<file path="config.mk">
export PLATFORM = sky130hd
export DESIGN_NAME = epoch_calendar_converter
export DESIGN_NICKNAME = d
export VERILOG_FILES = /design/src/rtl/ecc_pkg.sv /design/src/rtl/ecc_split.sv /design/src/rtl/ecc_encode.sv /design/src/rtl/epoch_calendar_converter.sv
export SDC_FILE = /design/constraint.sdc
export NUM_CORES = 2
export LEC_CHECK = 0
export BUFFER_PORTS_ARGS = -buffer_cell sky130_fd_sc_hd__buf_4
export CAP_MARGIN = 20
export CORE_MARGIN = 8
export CORE_UTILIZATION = 55
export DETAILED_ROUTE_END_ITERATION = 8
export GPL_TIMING_DRIVEN = 0
export MAX_ROUTING_LAYER = met4
export PLACE_DENSITY = 0.71
export SKIP_CTS_REPAIR_TIMING = 1
export SLEW_MARGIN = 25
export SYNTH_ARGS = -nofsm -noshare
export SYNTH_HDL_FRONTEND = slang
export SYNTH_SLANG_ARGS = --single-unit
export TNS_END_PERCENT = 5
</file>
<file path="constraint.sdc">
create_clock -name clk -period 20.2 [get_ports clk]
set_input_delay 4.04 -clock clk [delete_from_list [all_inputs] [get_ports clk]]
set_output_delay 4.04 -clock clk [all_outputs]
set_load 0.03 [all_outputs]
</file>
<file path="src/rtl/ecc_pkg.sv">
// ----------------------------------------------------------------------------
// ecc_pkg
// Shared types and constants for the epoch / calendar converter.
// ----------------------------------------------------------------------------
package ecc_pkg;

  localparam int TS_W    = 32;
  localparam int EPOCH_W = 33;
  localparam int MASK_W  = 8;

  localparam logic [11:0] BASE_YEAR   = 12'd1970;
  localparam logic [16:0] SEC_PER_DAY = 17'd86400;

  typedef struct packed {
    logic [11:0] year;
    logic [3:0]  month;
    logic [4:0]  day;
    logic [4:0]  hour;
    logic [5:0]  minute;
    logic [5:0]  second;
  } cal_t;

  // Day of year at which month m starts, counted from 0. Month 0 and 1 both
  // start at 0; months 13 and 14 are taken as 30 days each.
  function automatic logic [8:0] month_start(input logic [3:0] m, input logic leap);
    logic [8:0] base;
    case (m)
      4'd2:    base = 9'd31;
      4'd3:    base = 9'd59;
      4'd4:    base = 9'd90;
      4'd5:    base = 9'd120;
      4'd6:    base = 9'd151;
      4'd7:    base = 9'd181;
      4'd8:    base = 9'd212;
      4'd9:    base = 9'd243;
      4'd10:   base = 9'd273;
      4'd11:   base = 9'd304;
      4'd12:   base = 9'd334;
      4'd13:   base = 9'd365;
      4'd14:   base = 9'd395;
      4'd15:   base = 9'd425;
      default: base = 9'd0;
    endcase
    return base + 9'((leap && (m >= 4'd3)) ? 1 : 0);
  endfunction

endpackage

</file>
<file path="src/rtl/ecc_split.sv">
// ----------------------------------------------------------------------------
// ecc_split
// Six-stage pipeline that splits epoch seconds into calendar fields.
// Calendar requests pass through unchanged.
// ----------------------------------------------------------------------------
module ecc_split
  import ecc_pkg::*;
(
  input  logic            clk,
  input  logic            rst,
  input  logic            req_valid,
  output logic            req_ready,
  input  logic            req_func,
  input  logic [TS_W-1:0] req_ts,
  input  cal_t            req_cal,
  output logic            res_valid,
  input  logic            res_ready,
  output logic            res_func,
  output logic [TS_W-1:0] res_ts,
  output cal_t            res_cal
);

  localparam int NS = 6;

  // reciprocal constants, exact over the operand widths used
  localparam logic [25:0] DAY_MAGIC   = 26'd50903317; // ceil(2^35 / 675)
  localparam logic [13:0] HOUR_MAGIC  = 14'd9321;     // ceil(2^21 / 225)
  localparam logic [10:0] MIN_MAGIC   = 11'd1093;     // ceil(2^14 / 15)
  localparam logic [11:0] YEAR_RECIP  = 12'd2871;     // ~2^20 / 365.24, fixed up later
  localparam logic [7:0]  CENTURY_OFF = 8'd130;       // 2100 is not a leap year

  // days from 1970-01-01 to the first day of year 1970+n
  function automatic logic [15:0] year_start(input logic [7:0] n);
    logic [16:0] acc;
    acc = 17'(n) * 17'd365 + 17'((9'(n) + 9'd1) >> 2);
    if (n > CENTURY_OFF) begin
      acc = acc - 17'd1;
    end
    return acc[15:0];
  endfunction

  logic [NS-1:0]   vld;
  logic [NS-1:0]   rdy;
  logic            st_func [NS];
  logic [TS_W-1:0] st_ts   [NS];
  cal_t            st_cal  [NS-1];

  always_comb begin
    rdy[NS-1] = !vld[NS-1] || res_ready;
    for (int i = NS - 2; i >= 0; i--) begin
      rdy[i] = !vld[i] || rdy[i+1];
    end
  end

  assign req_ready = rdy[0];

  always_ff @(posedge clk) begin
    if (rst) begin
      vld <= '0;
    end else begin
      if (rdy[0]) vld[0] <= req_valid;
      for (int i = 1; i < NS; i++) begin
        if (rdy[i]) vld[i] <= vld[i-1];
      end
    end
  end

  always_ff @(posedge clk) begin
    if (rdy[0]) begin
      st_func[0] <= req_func;
      st_ts[0]   <= req_ts;
      st_cal[0]  <= req_cal;
    end
    for (int i = 1; i < NS; i++) begin
      if (rdy[i]) begin
        st_func[i] <= st_func[i-1];
        st_ts[i]   <= st_ts[i-1];
      end
    end
    for (int i = 1; i < NS - 1; i++) begin
      if (rdy[i]) st_cal[i] <= st_cal[i-1];
    end
  end

  // stage 0: whole days
  logic [50:0] day_prod;
  logic [15:0] days0;

  assign day_prod = 51'(req_ts[TS_W-1:7]) * 51'(DAY_MAGIC);

  always_ff @(posedge clk) begin
    if (rdy[0]) days0 <= day_prod[50:35];
  end

  // stage 1: second of day, year estimate
  logic [24:0] sod_hi;
  logic [27:0] yr_prod;
  logic [15:0] days1;
  logic [16:0] sod1;
  logic [7:0]  nest1;

  assign sod_hi  = st_ts[0][TS_W-1:7] - 25'(days0) * 25'd675;
  assign yr_prod = 28'(days0) * 28'(YEAR_RECIP);

  always_ff @(posedge clk) begin
    if (rdy[1]) begin
      days1 <= days0;
      sod1  <= {sod_hi[9:0], st_ts[0][6:0]};
      nest1 <= yr_prod[27:20];
    end
  end

  // stage 2: hour, candidate year starts
  logic [26:0] hr_prod;
  logic [15:0] days2;
  logic [16:0] sod2;
  logic [7:0]  nest2;
  logic [4:0]  hr2;
  logic [15:0] ys_lo2, ys_mid2, ys_hi2;

  assign hr_prod = 27'(sod1[16:4]) * 27'(HOUR_MAGIC);

  always_ff @(posedge clk) begin
    if (rdy[2]) begin
      days2   <= days1;
      sod2    <= sod1;
      nest2   <= nest1;
      hr2     <= hr_prod[25:21];
      ys_lo2  <= year_start(nest1 - 8'd1);
      ys_mid2 <= year_start(nest1);
      ys_hi2  <= year_start(nest1 + 8'd1);
    end
  end

  // stage 3: seconds within the hour, year fix-up by one either way
  logic [16:0] rem_full;
  logic [7:0]  yoff_c;
  logic [15:0] doy_c;
  logic [11:0] rem3;
  logic [4:0]  hr3;
  logic [7:0]  yoff3;
  logic [8:0]  doy3;
  logic        leap3;

  assign rem_full = sod2 - 17'(hr2) * 17'd3600;

  always_comb begin
    if (days2 < ys_mid2) begin
      yoff_c = nest2 - 8'd1;
      doy_c  = days2 - ys_lo2;
    end else if (days2 >= ys_hi2) begin
      yoff_c = nest2 + 8'd1;
      doy_c  = days2 - ys_hi2;
    end else begin
      yoff_c = nest2;
      doy_c  = days2 - ys_mid2;
    end
  end

  always_ff @(posedge clk) begin
    if (rdy[3]) begin
      rem3  <= rem_full[11:0];
      hr3   <= hr2;
      yoff3 <= yoff_c;
      doy3  <= doy_c[8:0];
      leap3 <= (yoff_c[1:0] == 2'd2) && (yoff_c != CENTURY_OFF);
    end
  end

  // stage 4: minute, month
  logic [20:0] mi_prod;
  logic [3:0]  mon_c;
  logic [11:0] rem4;
  logic [4:0]  hr4;
  logic [5:0]  mi4;
  logic [7:0]  yoff4;
  logic [8:0]  doy4;
  logic        leap4;
  logic [3:0]  mon4;

  assign mi_prod = 21'(rem3[11:2]) * 21'(MIN_MAGIC);

  always_comb begin
    mon_c = 4'd1;
    for (int m = 2; m <= 12; m++) begin
      if (doy3 >= month_start(4'(m), leap3)) mon_c = mon_c + 4'd1;
    end
  end

  always_ff @(posedge clk) begin
    if (rdy[4]) begin
      rem4  <= rem3;
      hr4   <= hr3;
      mi4   <= mi_prod[19:14];
      yoff4 <= yoff3;
      doy4  <= doy3;
      leap4 <= leap3;
      mon4  <= mon_c;
    end
  end

  // stage 5: day, second, select decoded or passed-through fields
  cal_t        dec;
  cal_t        cal5;
  logic [11:0] sec_full;
  logic [8:0]  day_full;

  assign sec_full = rem4 - 12'(mi4) * 12'd60;
  assign day_full = doy4 - month_start(mon4, leap4) + 9'd1;

  always_comb begin
    dec.year   = BASE_YEAR + 12'(yoff4);
    dec.month  = mon4;
    dec.day    = day_full[4:0];
    dec.hour   = hr4;
    dec.minute = mi4;
    dec.second = sec_full[5:0];
  end

  always_ff @(posedge clk) begin
    if (rdy[NS-1]) cal5 <= st_func[NS-2] ? st_cal[NS-2] : dec;
  end

  assign res_valid = vld[NS-1];
  assign res_func  = st_func[NS-1];
  assign res_ts    = st_ts[NS-1];
  assign res_cal   = cal5;

  a_date_range: assert property (@(posedge clk) disable iff (rst)
    (res_valid && !res_func) |->
      (res_cal.month >= 4'd1 && res_cal.month <= 4'd12 &&
       res_cal.day >= 5'd1 && res_cal.day <= 5'd31))
    else $error("decoded month or day out of range");

  a_time_range: assert property (@(posedge clk) disable iff (rst)
    (res_valid && !res_func) |->
      (res_cal.year >= BASE_YEAR && res_cal.year <= 12'd2106 &&
       res_cal.hour <= 5'd23 && res_cal.minute <= 6'd59 && res_cal.second <= 6'd59))
    else $error("decoded year or time of day out of range");

endmodule

</file>
<file path="src/rtl/ecc_encode.sv">
// ----------------------------------------------------------------------------
// ecc_encode
// Five-stage pipeline: weekday and epoch seconds from calendar fields,
// then extract masking into the result register.
// ----------------------------------------------------------------------------
module ecc_encode
  import ecc_pkg::*;
(
  input  logic               clk,
  input  logic               rst,
  input  logic               req_valid,
  output logic               req_ready,
  input  logic               req_func,
  input  logic [TS_W-1:0]    req_ts,
  input  cal_t               req_cal,
  input  logic [MASK_W-1:0]  extract_mask,
  output logic               res_valid,
  input  logic               res_ready,
  output logic [11:0]        res_year,
  output logic [3:0]         res_month,
  output logic [4:0]         res_day,
  output logic [4:0]         res_hour,
  output logic [5:0]         res_minute,
  output logic [5:0]         res_second,
  output logic [2:0]         res_weekday,
  output logic [EPOCH_W-1:0] res_epoch
);

  localparam int NS = 5;

  localparam int MB_YEAR    = 0;
  localparam int MB_MONTH   = 1;
  localparam int MB_DAY     = 2;
  localparam int MB_HOUR    = 3;
  localparam int MB_MINUTE  = 4;
  localparam int MB_SECOND  = 5;
  localparam int MB_WEEKDAY = 6;
  localparam int MB_EPOCH   = 7;

  localparam logic [12:0] DIV100_MAGIC = 13'd5243;  // ceil(2^19 / 100)
  localparam logic [13:0] MOD7_MAGIC   = 14'd9363;  // ceil(2^16 / 7)
  localparam logic [19:0] LEAPS_1969   = 20'd477;   // leap years up to 1969

  // Sakamoto month offsets; month 0 as January, 13..15 as December
  function automatic logic [2:0] wd_offset(input logic [3:0] m);
    case (m)
      4'd2:    return 3'd3;
      4'd3:    return 3'd2;
      4'd4:    return 3'd5;
      4'd5:    return 3'd0;
      4'd6:    return 3'd3;
      4'd7:    return 3'd5;
      4'd8:    return 3'd1;
      4'd9:    return 3'd4;
      4'd10:   return 3'd6;
      4'd11:   return 3'd2;
      4'd12:   return 3'd4;
      4'd13:   return 3'd4;
      4'd14:   return 3'd4;
      4'd15:   return 3'd4;
      default: return 3'd0;
    endcase
  endfunction

  logic [NS-1:0]   vld;
  logic [NS-1:0]   rdy;
  logic            st_func [NS-1];
  logic [TS_W-1:0] st_ts   [NS-1];
  cal_t            st_cal  [NS-1];

  always_comb begin
    rdy[NS-1] = !vld[NS-1] || res_ready;
    for (int i = NS - 2; i >= 0; i--) begin
      rdy[i] = !vld[i] || rdy[i+1];
    end
  end

  assign req_ready = rdy[0];
  assign res_valid = vld[NS-1];

  always_ff @(posedge clk) begin
    if (rst) begin
      vld <= '0;
    end else begin
      if (rdy[0]) vld[0] <= req_valid;
      for (int i = 1; i < NS; i++) begin
        if (rdy[i]) vld[i] <= vld[i-1];
      end
    end
  end

  always_ff @(posedge clk) begin
    if (rdy[0]) begin
      st_func[0] <= req_func;
      st_ts[0]   <= req_ts;
      st_cal[0]  <= req_cal;
    end
    for (int i = 1; i < NS - 1; i++) begin
      if (rdy[i]) begin
        st_func[i] <= st_func[i-1];
        st_ts[i]   <= st_ts[i-1];
        st_cal[i]  <= st_cal[i-1];
      end
    end
  end

  // stage 0: year / 100
  logic [24:0] qy_prod;
  logic [5:0]  qy0;

  assign qy_prod = 25'(req_cal.year) * 25'(DIV100_MAGIC);

  always_ff @(posedge clk) begin
    if (rdy[0]) qy0 <= qy_prod[24:19];
  end

  // stage 1: century terms for y-1 and the weekday year, leap flag, time of day
  logic        zr;
  logic [7:0]  qym1_c;
  logic [7:0]  qym1_1;
  logic [7:0]  qyy1;
  logic        leap1;
  logic [16:0] tod1;

  assign zr     = (12'(qy0) * 12'd100) == st_cal[0].year;
  assign qym1_c = 8'(qy0) - 8'(zr);  // wraps for year zero; weekday fix of +4 covers it

  always_ff @(posedge clk) begin
    if (rdy[1]) begin
      qym1_1 <= qym1_c;
      qyy1   <= ((st_cal[0].month < 4'd3) ? qym1_c : 8'(qy0)) + 8'd4;
      leap1  <= (st_cal[0].year[1:0] == 2'd0) && (!zr || (qy0[1:0] == 2'd0));
      tod1   <= 17'(st_cal[0].hour) * 17'd3600 + 17'(st_cal[0].minute) * 17'd60 +
                17'(st_cal[0].second);
    end
  end

  // stage 2: day count and weekday sum
  logic [11:0] y2;
  logic [11:0] ym1;
  logic [12:0] yy;
  logic [10:0] lc;
  logic [19:0] ydays;
  logic [19:0] days_c;
  logic [12:0] wsum_c;
  logic [19:0] days2;
  logic [12:0] wsum2;
  logic [16:0] tod2;

  assign y2  = st_cal[1].year;
  assign ym1 = y2 - 12'd1;
  assign yy  = 13'(y2) + 13'd400 - 13'((st_cal[1].month < 4'd3) ? 1 : 0);
  assign lc  = 11'(ym1[11:2]) - 11'(qym1_1) + 11'(qym1_1[7:2]);

  always_comb begin
    if (y2 > BASE_YEAR) begin
      ydays = 20'(y2 - BASE_YEAR) * 20'd365 + 20'(lc) - LEAPS_1969;
    end else begin
      ydays = '0;
    end
    days_c = ydays + 20'(month_start(st_cal[1].month, leap1)) + 20'(st_cal[1].day);
    wsum_c = yy + 13'(yy[12:2]) - 13'(qyy1) + 13'(qyy1[7:2]) +
             13'(wd_offset(st_cal[1].month)) + 13'(st_cal[1].day);
  end

  always_ff @(posedge clk) begin
    if (rdy[2]) begin
      days2 <= days_c;
      wsum2 <= wsum_c;
      tod2  <= tod1;
    end
  end

  // stage 3: epoch seconds (day count includes the current day, hence one
  // day taken back), weekday quotient
  logic [36:0]        e_prod;
  logic [26:0]        wq_prod;
  logic [EPOCH_W-1:0] epoch3;
  logic [9:0]         wq3;
  logic [12:0]        wsum3;

  assign e_prod  = 37'(days2) * 37'(SEC_PER_DAY);
  assign wq_prod = 27'(wsum2) * 27'(MOD7_MAGIC);

  always_ff @(posedge clk) begin
    if (rdy[3]) begin
      epoch3 <= e_prod[EPOCH_W-1:0] + EPOCH_W'(tod2) - EPOCH_W'(SEC_PER_DAY);
      wq3    <= wq_prod[25:16];
      wsum3  <= wsum2;
    end
  end

  // stage 4: result register
  logic [12:0]        wd_full;
  logic [EPOCH_W-1:0] epoch_sel;
  cal_t               c3;

  assign c3        = st_cal[3];
  assign wd_full   = wsum3 - 13'(wq3) * 13'd7;
  assign epoch_sel = st_func[3] ? epoch3 : EPOCH_W'(st_ts[3]);

  always_ff @(posedge clk) begin
    if (rdy[NS-1]) begin
      res_year    <= extract_mask[MB_YEAR]    ? c3.year    : '0;
      res_month   <= extract_mask[MB_MONTH]   ? c3.month   : '0;
      res_day     <= extract_mask[MB_DAY]     ? c3.day     : '0;
      res_hour    <= extract_mask[MB_HOUR]    ? c3.hour    : '0;
      res_minute  <= extract_mask[MB_MINUTE]  ? c3.minute  : '0;
      res_second  <= extract_mask[MB_SECOND]  ? c3.second  : '0;
      res_weekday <= extract_mask[MB_WEEKDAY] ? wd_full[2:0] : '0;
      res_epoch   <= extract_mask[MB_EPOCH]   ? epoch_sel  : '0;
    end
  end

  a_weekday: assert property (@(posedge clk) disable iff (rst)
    res_valid |-> res_weekday <= 3'd6)
    else $error("weekday remainder out of range");

  a_full: assert property (@(posedge clk) disable iff (rst)
    !req_ready |-> &vld)
    else $error("pipeline back-pressured with an empty stage");

endmodule

</file>
<file path="src/rtl/epoch_calendar_converter.sv">
// ----------------------------------------------------------------------------
// epoch_calendar_converter
// Converts a timestamp between epoch seconds and Gregorian calendar fields,
// adds weekday and epoch, and masks the result fields.
// ----------------------------------------------------------------------------
//  channel  | handshake            | payload
//  request  | req_valid/req_ready  | func, epoch_seconds, in_year .. in_second
//  result   | res_valid/res_ready  | out_year .. out_second, out_weekday, out_epoch
//  config   | cfg_we               | cfg_wdata (extract_mask)
//
//  One request per cycle while req_ready is high; 11 register stages (6 split +
//  5 encode) lie between a request and its result.
//  Stall-free stages collapse bubbles, so requests are taken while a result waits.
//  req_ready drops only when every stage holds a request and res_ready is low.
//  Reset clears the stage valid bits and sets extract_mask to all ones.
// ----------------------------------------------------------------------------
module epoch_calendar_converter
  import ecc_pkg::*;
(
  input  logic               clk,
  input  logic               rst,
  input  logic               req_valid,
  output logic               req_ready,
  input  logic               func,
  input  logic [TS_W-1:0]    epoch_seconds,
  input  logic [11:0]        in_year,
  input  logic [3:0]         in_month,
  input  logic [4:0]         in_day,
  input  logic [4:0]         in_hour,
  input  logic [5:0]         in_minute,
  input  logic [5:0]         in_second,
  output logic               res_valid,
  input  logic               res_ready,
  output logic [11:0]        out_year,
  output logic [3:0]         out_month,
  output logic [4:0]         out_day,
  output logic [4:0]         out_hour,
  output logic [5:0]         out_minute,
  output logic [5:0]         out_second,
  output logic [2:0]         out_weekday,
  output logic [EPOCH_W-1:0] out_epoch,
  input  logic               cfg_we,
  input  logic [MASK_W-1:0]  cfg_wdata
);

  logic [MASK_W-1:0] extract_mask;

  always_ff @(posedge clk) begin
    if (rst) begin
      extract_mask <= '1;
    end else if (cfg_we) begin
      extract_mask <= cfg_wdata;
    end
  end

  cal_t            in_cal;
  logic            mid_valid, mid_ready, mid_func;
  logic [TS_W-1:0] mid_ts;
  cal_t            mid_cal;

  always_comb begin
    in_cal.year   = in_year;
    in_cal.month  = in_month;
    in_cal.day    = in_day;
    in_cal.hour   = in_hour;
    in_cal.minute = in_minute;
    in_cal.second = in_second;
  end

  ecc_split u_split (
    .clk       (clk),
    .rst       (rst),
    .req_valid (req_valid),
    .req_ready (req_ready),
    .req_func  (func),
    .req_ts    (epoch_seconds),
    .req_cal   (in_cal),
    .res_valid (mid_valid),
    .res_ready (mid_ready),
    .res_func  (mid_func),
    .res_ts    (mid_ts),
    .res_cal   (mid_cal)
  );

  ecc_encode u_encode (
    .clk          (clk),
    .rst          (rst),
    .req_valid    (mid_valid),
    .req_ready    (mid_ready),
    .req_func     (mid_func),
    .req_ts       (mid_ts),
    .req_cal      (mid_cal),
    .extract_mask (extract_mask),
    .res_valid    (res_valid),
    .res_ready    (res_ready),
    .res_year     (out_year),
    .res_month    (out_month),
    .res_day      (out_day),
    .res_hour     (out_hour),
    .res_minute   (out_minute),
    .res_second   (out_second),
    .res_weekday  (out_weekday),
    .res_epoch    (out_epoch)
  );

endmodule
</file>
==> impl_metrics.tcl <==
set metrics [dict create \
    coreArea_um2 142000 \
    synth_area_per_cell_um2 12.7 \
    placed_cell_area_um2 82700 \
    root_buffer "clkbuf_16" \
    regArea_um2 33300 \
    initial_core_util_pct 55.5 \
    worstMarginPinSlew_ns 1.04 \
    routed-via-count 44251 \
    drt-total-wl_um 150000 \
    grt_pass1_vias 47848 \
    yosys_register_bits 1117 \
    hpwlAfterDp_um 118000 \
    dr.pass1.iters 5 \
    grt_setup_unrepaired "no" \
    avgViaCountPerCell 5.22 \
    status "completed" \
    final.period_utilization_pct 65.3 \
    crit_required_ns 16.16 \
    start_kind "input pin" \
    hold_path.class "reg2reg" \
    ys_warn_count 0 \
    worst_ep_arrival_time_ns 9.16 \
    grt_usage_pct 20.3 \
    ant_nets 0 \
    finalHoldViolCount 0 \
    h-tree-depth 3 \
    ys.flop_type "edfxtp_1" \
    worstPathMaxFanout 36 \
    slew_viol_final 0 \
    rows 138 \
    multiInputGateArea_um2 40200 \
    nFillCells 10897 \
    final_cell_area_um2 86500 \
    netlist_instances 6187 \
    ios 160 \
    die-width_um 394 \
    place.gp.congestion 0.874 \
    fmax_ghz 0.0758 \
    grt_max_degree 71 \
    syn_area_um2 78600 \
    clock_latency_ns 0.73 \
    cts_sinks 1117 \
    fin_crit_ns 13.20 \
    drcViolationCount 0 \
    routedWlPerCell_um 17.7 \
    drtIter0Drc 2155 \
    setup_viol 0 \
    cts_made_buffers 113 \
    synth_cell_type_count 99 \
    cts_tree "yes" \
    final_layout_size_suffix_gt1_share_pct 6.79 \
    synthesis.nets 8114 \
    max-cap-violations 0 \
    cts.clk_slew.worst_paths_ns 0.06 \
    area_growth_pct 10.1 \
    die_h_um 394 \
    synth-edff-count 1093 \
    fp.dieArea_um2 155000 \
    relSlewSlack_pct 30.6 \
    endpoint_kind "output pin" \
    crit_type "in2out" \
    finClkSkew_ns 0.0533 \
    nNetsFinal 8413 \
    grt_pass1_wl_um 247000 \
    async_reset_ff_share_pct 0 \
    cts_buffer_depth 3 \
    antenna_found_initial 4 \
    overflow 0 \
    setup_tns_ns 0 \
    io_buffers 158 \
    ys_seq_area_share_pct 42.4 \
]
[path summary, 6_finish.rpt]
check                 startpoint               to  slack, ns  depth (start not counted)
max                    res_ready        req_ready       7.00                         12
min          u_split.st_ts[0][5]  u_split.sod1[5]       0.37                          0
max reg2reg        u_split.leap3             flop      11.33                         35
min reg2reg  u_split.st_ts[0][5]  u_split.sod1[5]       0.37                          0
[registers in the layout (all words and copies together) (netlist names), 12 cells and up, named ones only]
register	cells
u_split.st_cal	190
u_split.st_ts	170
u_encode.st_cal	146
u_encode.st_ts	128
u_split.res_cal	38
u_encode.epoch3	33
u_encode.res_epoch	33
u_encode.days2	20
u_encode.tod1	17
u_encode.tod2	17
u_split.sod1	17
u_split.days0	16
u_split.days1	16
u_split.days2	16
u_split.ys_hi2	16
u_split.ys_mid2	16
u_encode.wsum2	13
u_encode.res_year	12
u_split.rem3	12
u_split.sod2	12
[cells by family after synthesis]
logic type / count (synthesis) / share of synthesized area [%]
AOI/OAI and AO/OA: 646 / 5.46
xor gates and xnor gates: 418 / 4.70
adders and majority gates: 1843 / 35.1
buffers and inverters: 1381 / 6.64
DFF: 1117 / 42.4
muxes: 85 / 1.16
and+or+nand+nor: 697 / 4.61
[cells in the final DEF (no fill, tap or decap), types with 9 or more instances in the layout]
| master | instances |
|---|---|
| a21oi_1 | 196 |
| nand2_1 | 135 |
| clkbuf_1 | 56 |
| o21a_1 | 35 |
| edfxtp_1 | 1093 |
| nand2b_1 | 37 |
| a21o_1 | 108 |
| clkbuf_16 | 113 |
| inv_6 | 9 |
| dfxtp_1 | 24 |
| o21bai_1 | 48 |
| a31oi_1 | 15 |
| a211oi_1 | 16 |
| or3_1 | 16 |
| bufinv_16 | 12 |
| and3_1 | 26 |
| xor2_1 | 112 |
| a211o_1 | 20 |
| mux2i_1 | 55 |
| ha_1 | 1242 |
| xnor2_1 | 302 |
| clkinv_1 | 21 |
| o21ai_0 | 102 |
| buf_4 | 160 |
| a2111oi_0 | 13 |
| or2_2 | 13 |
| buf_6 | 10 |
| nand3_1 | 42 |
| nor2_1 | 158 |
| nand4_1 | 23 |
| nor3_1 | 51 |
| mux2_2 | 28 |
| buf_16 | 9 |
| clkinv_2 | 20 |
| nor2b_1 | 72 |
| nor4_1 | 16 |
| fa_1 | 601 |
| o31ai_1 | 9 |
| and2_1 | 60 |
| inv_1 | 1332 |
[worst max-delay path, cell delays in order]
cell and delay, ns:
buf_4 0.11, nor2b_1 0.56, and2_1 0.44, and3_1 0.47, nand3_4 0.40, nor2_1 0.92, nand4_1 0.72, buf_6 0.39
or2_4 0.39, buf_12 0.25, buf_12 0.20, buf_4 0.20
[cell type report]
cell class | count | share of cell area, %
inverter | 1337 | 5.82
tap | 1890 | 2.73
clock buffer | 131 | 3.35
buffer | 44 | 0.236
clock inverter | 79 | 1.02
sequential | 1117 | 38.5
antenna | 2 | 0.00578
timing repair buffer | 184 | 1.94
multi-input combinational | 3689 | 46.4
[synthesized netlist by cell type (all sizes together), types with 72 or more instances]
| cell | n | share of area, % |
|---|---|---|
| nor2 | 158 | 0.75 |
| edfxtp | 1093 | 42 |
| nand2 | 138 | 0.66 |
| a21oi | 197 | 1.3 |
| o21ai | 103 | 0.66 |
| a21o | 109 | 1.0 |
| xnor2 | 303 | 3.4 |
| ha | 1242 | 20 |
| fa | 601 | 15 |
| xor2 | 114 | 1.3 |
| nor2b | 72 | 0.57 |
| inv | 1335 | 6.4 |
[per-stage QoR]
stage	utilization (%)	std cells	setup WS, ns	hold WS, ns
after floorplan	-	6187	3.54	0.400
after global placement	58.0	8235	-1.85	0.400
after detailed placement	58.4	8261	7.04	0.405
after CTS	61.0	8471	6.97	0.378
after global routing	61.0	8471	6.70	0.376
final	61.0	8473	7.00	0.371
[per-layer routing]
metal  GRT usage, %  vias to the layer above  part of all wire [%]
li1               -                    21495                     -
met1           25.9                    21848                    44
met2           34.6                      689                    50
met3           2.38                      219                   3.6
met4           5.12                        0                   2.3
met5              -                        -                     0
Power is left out: the tool's default activity adds up to more than one toggle a clock period on the data nets, which glitch-free logic cannot reach.
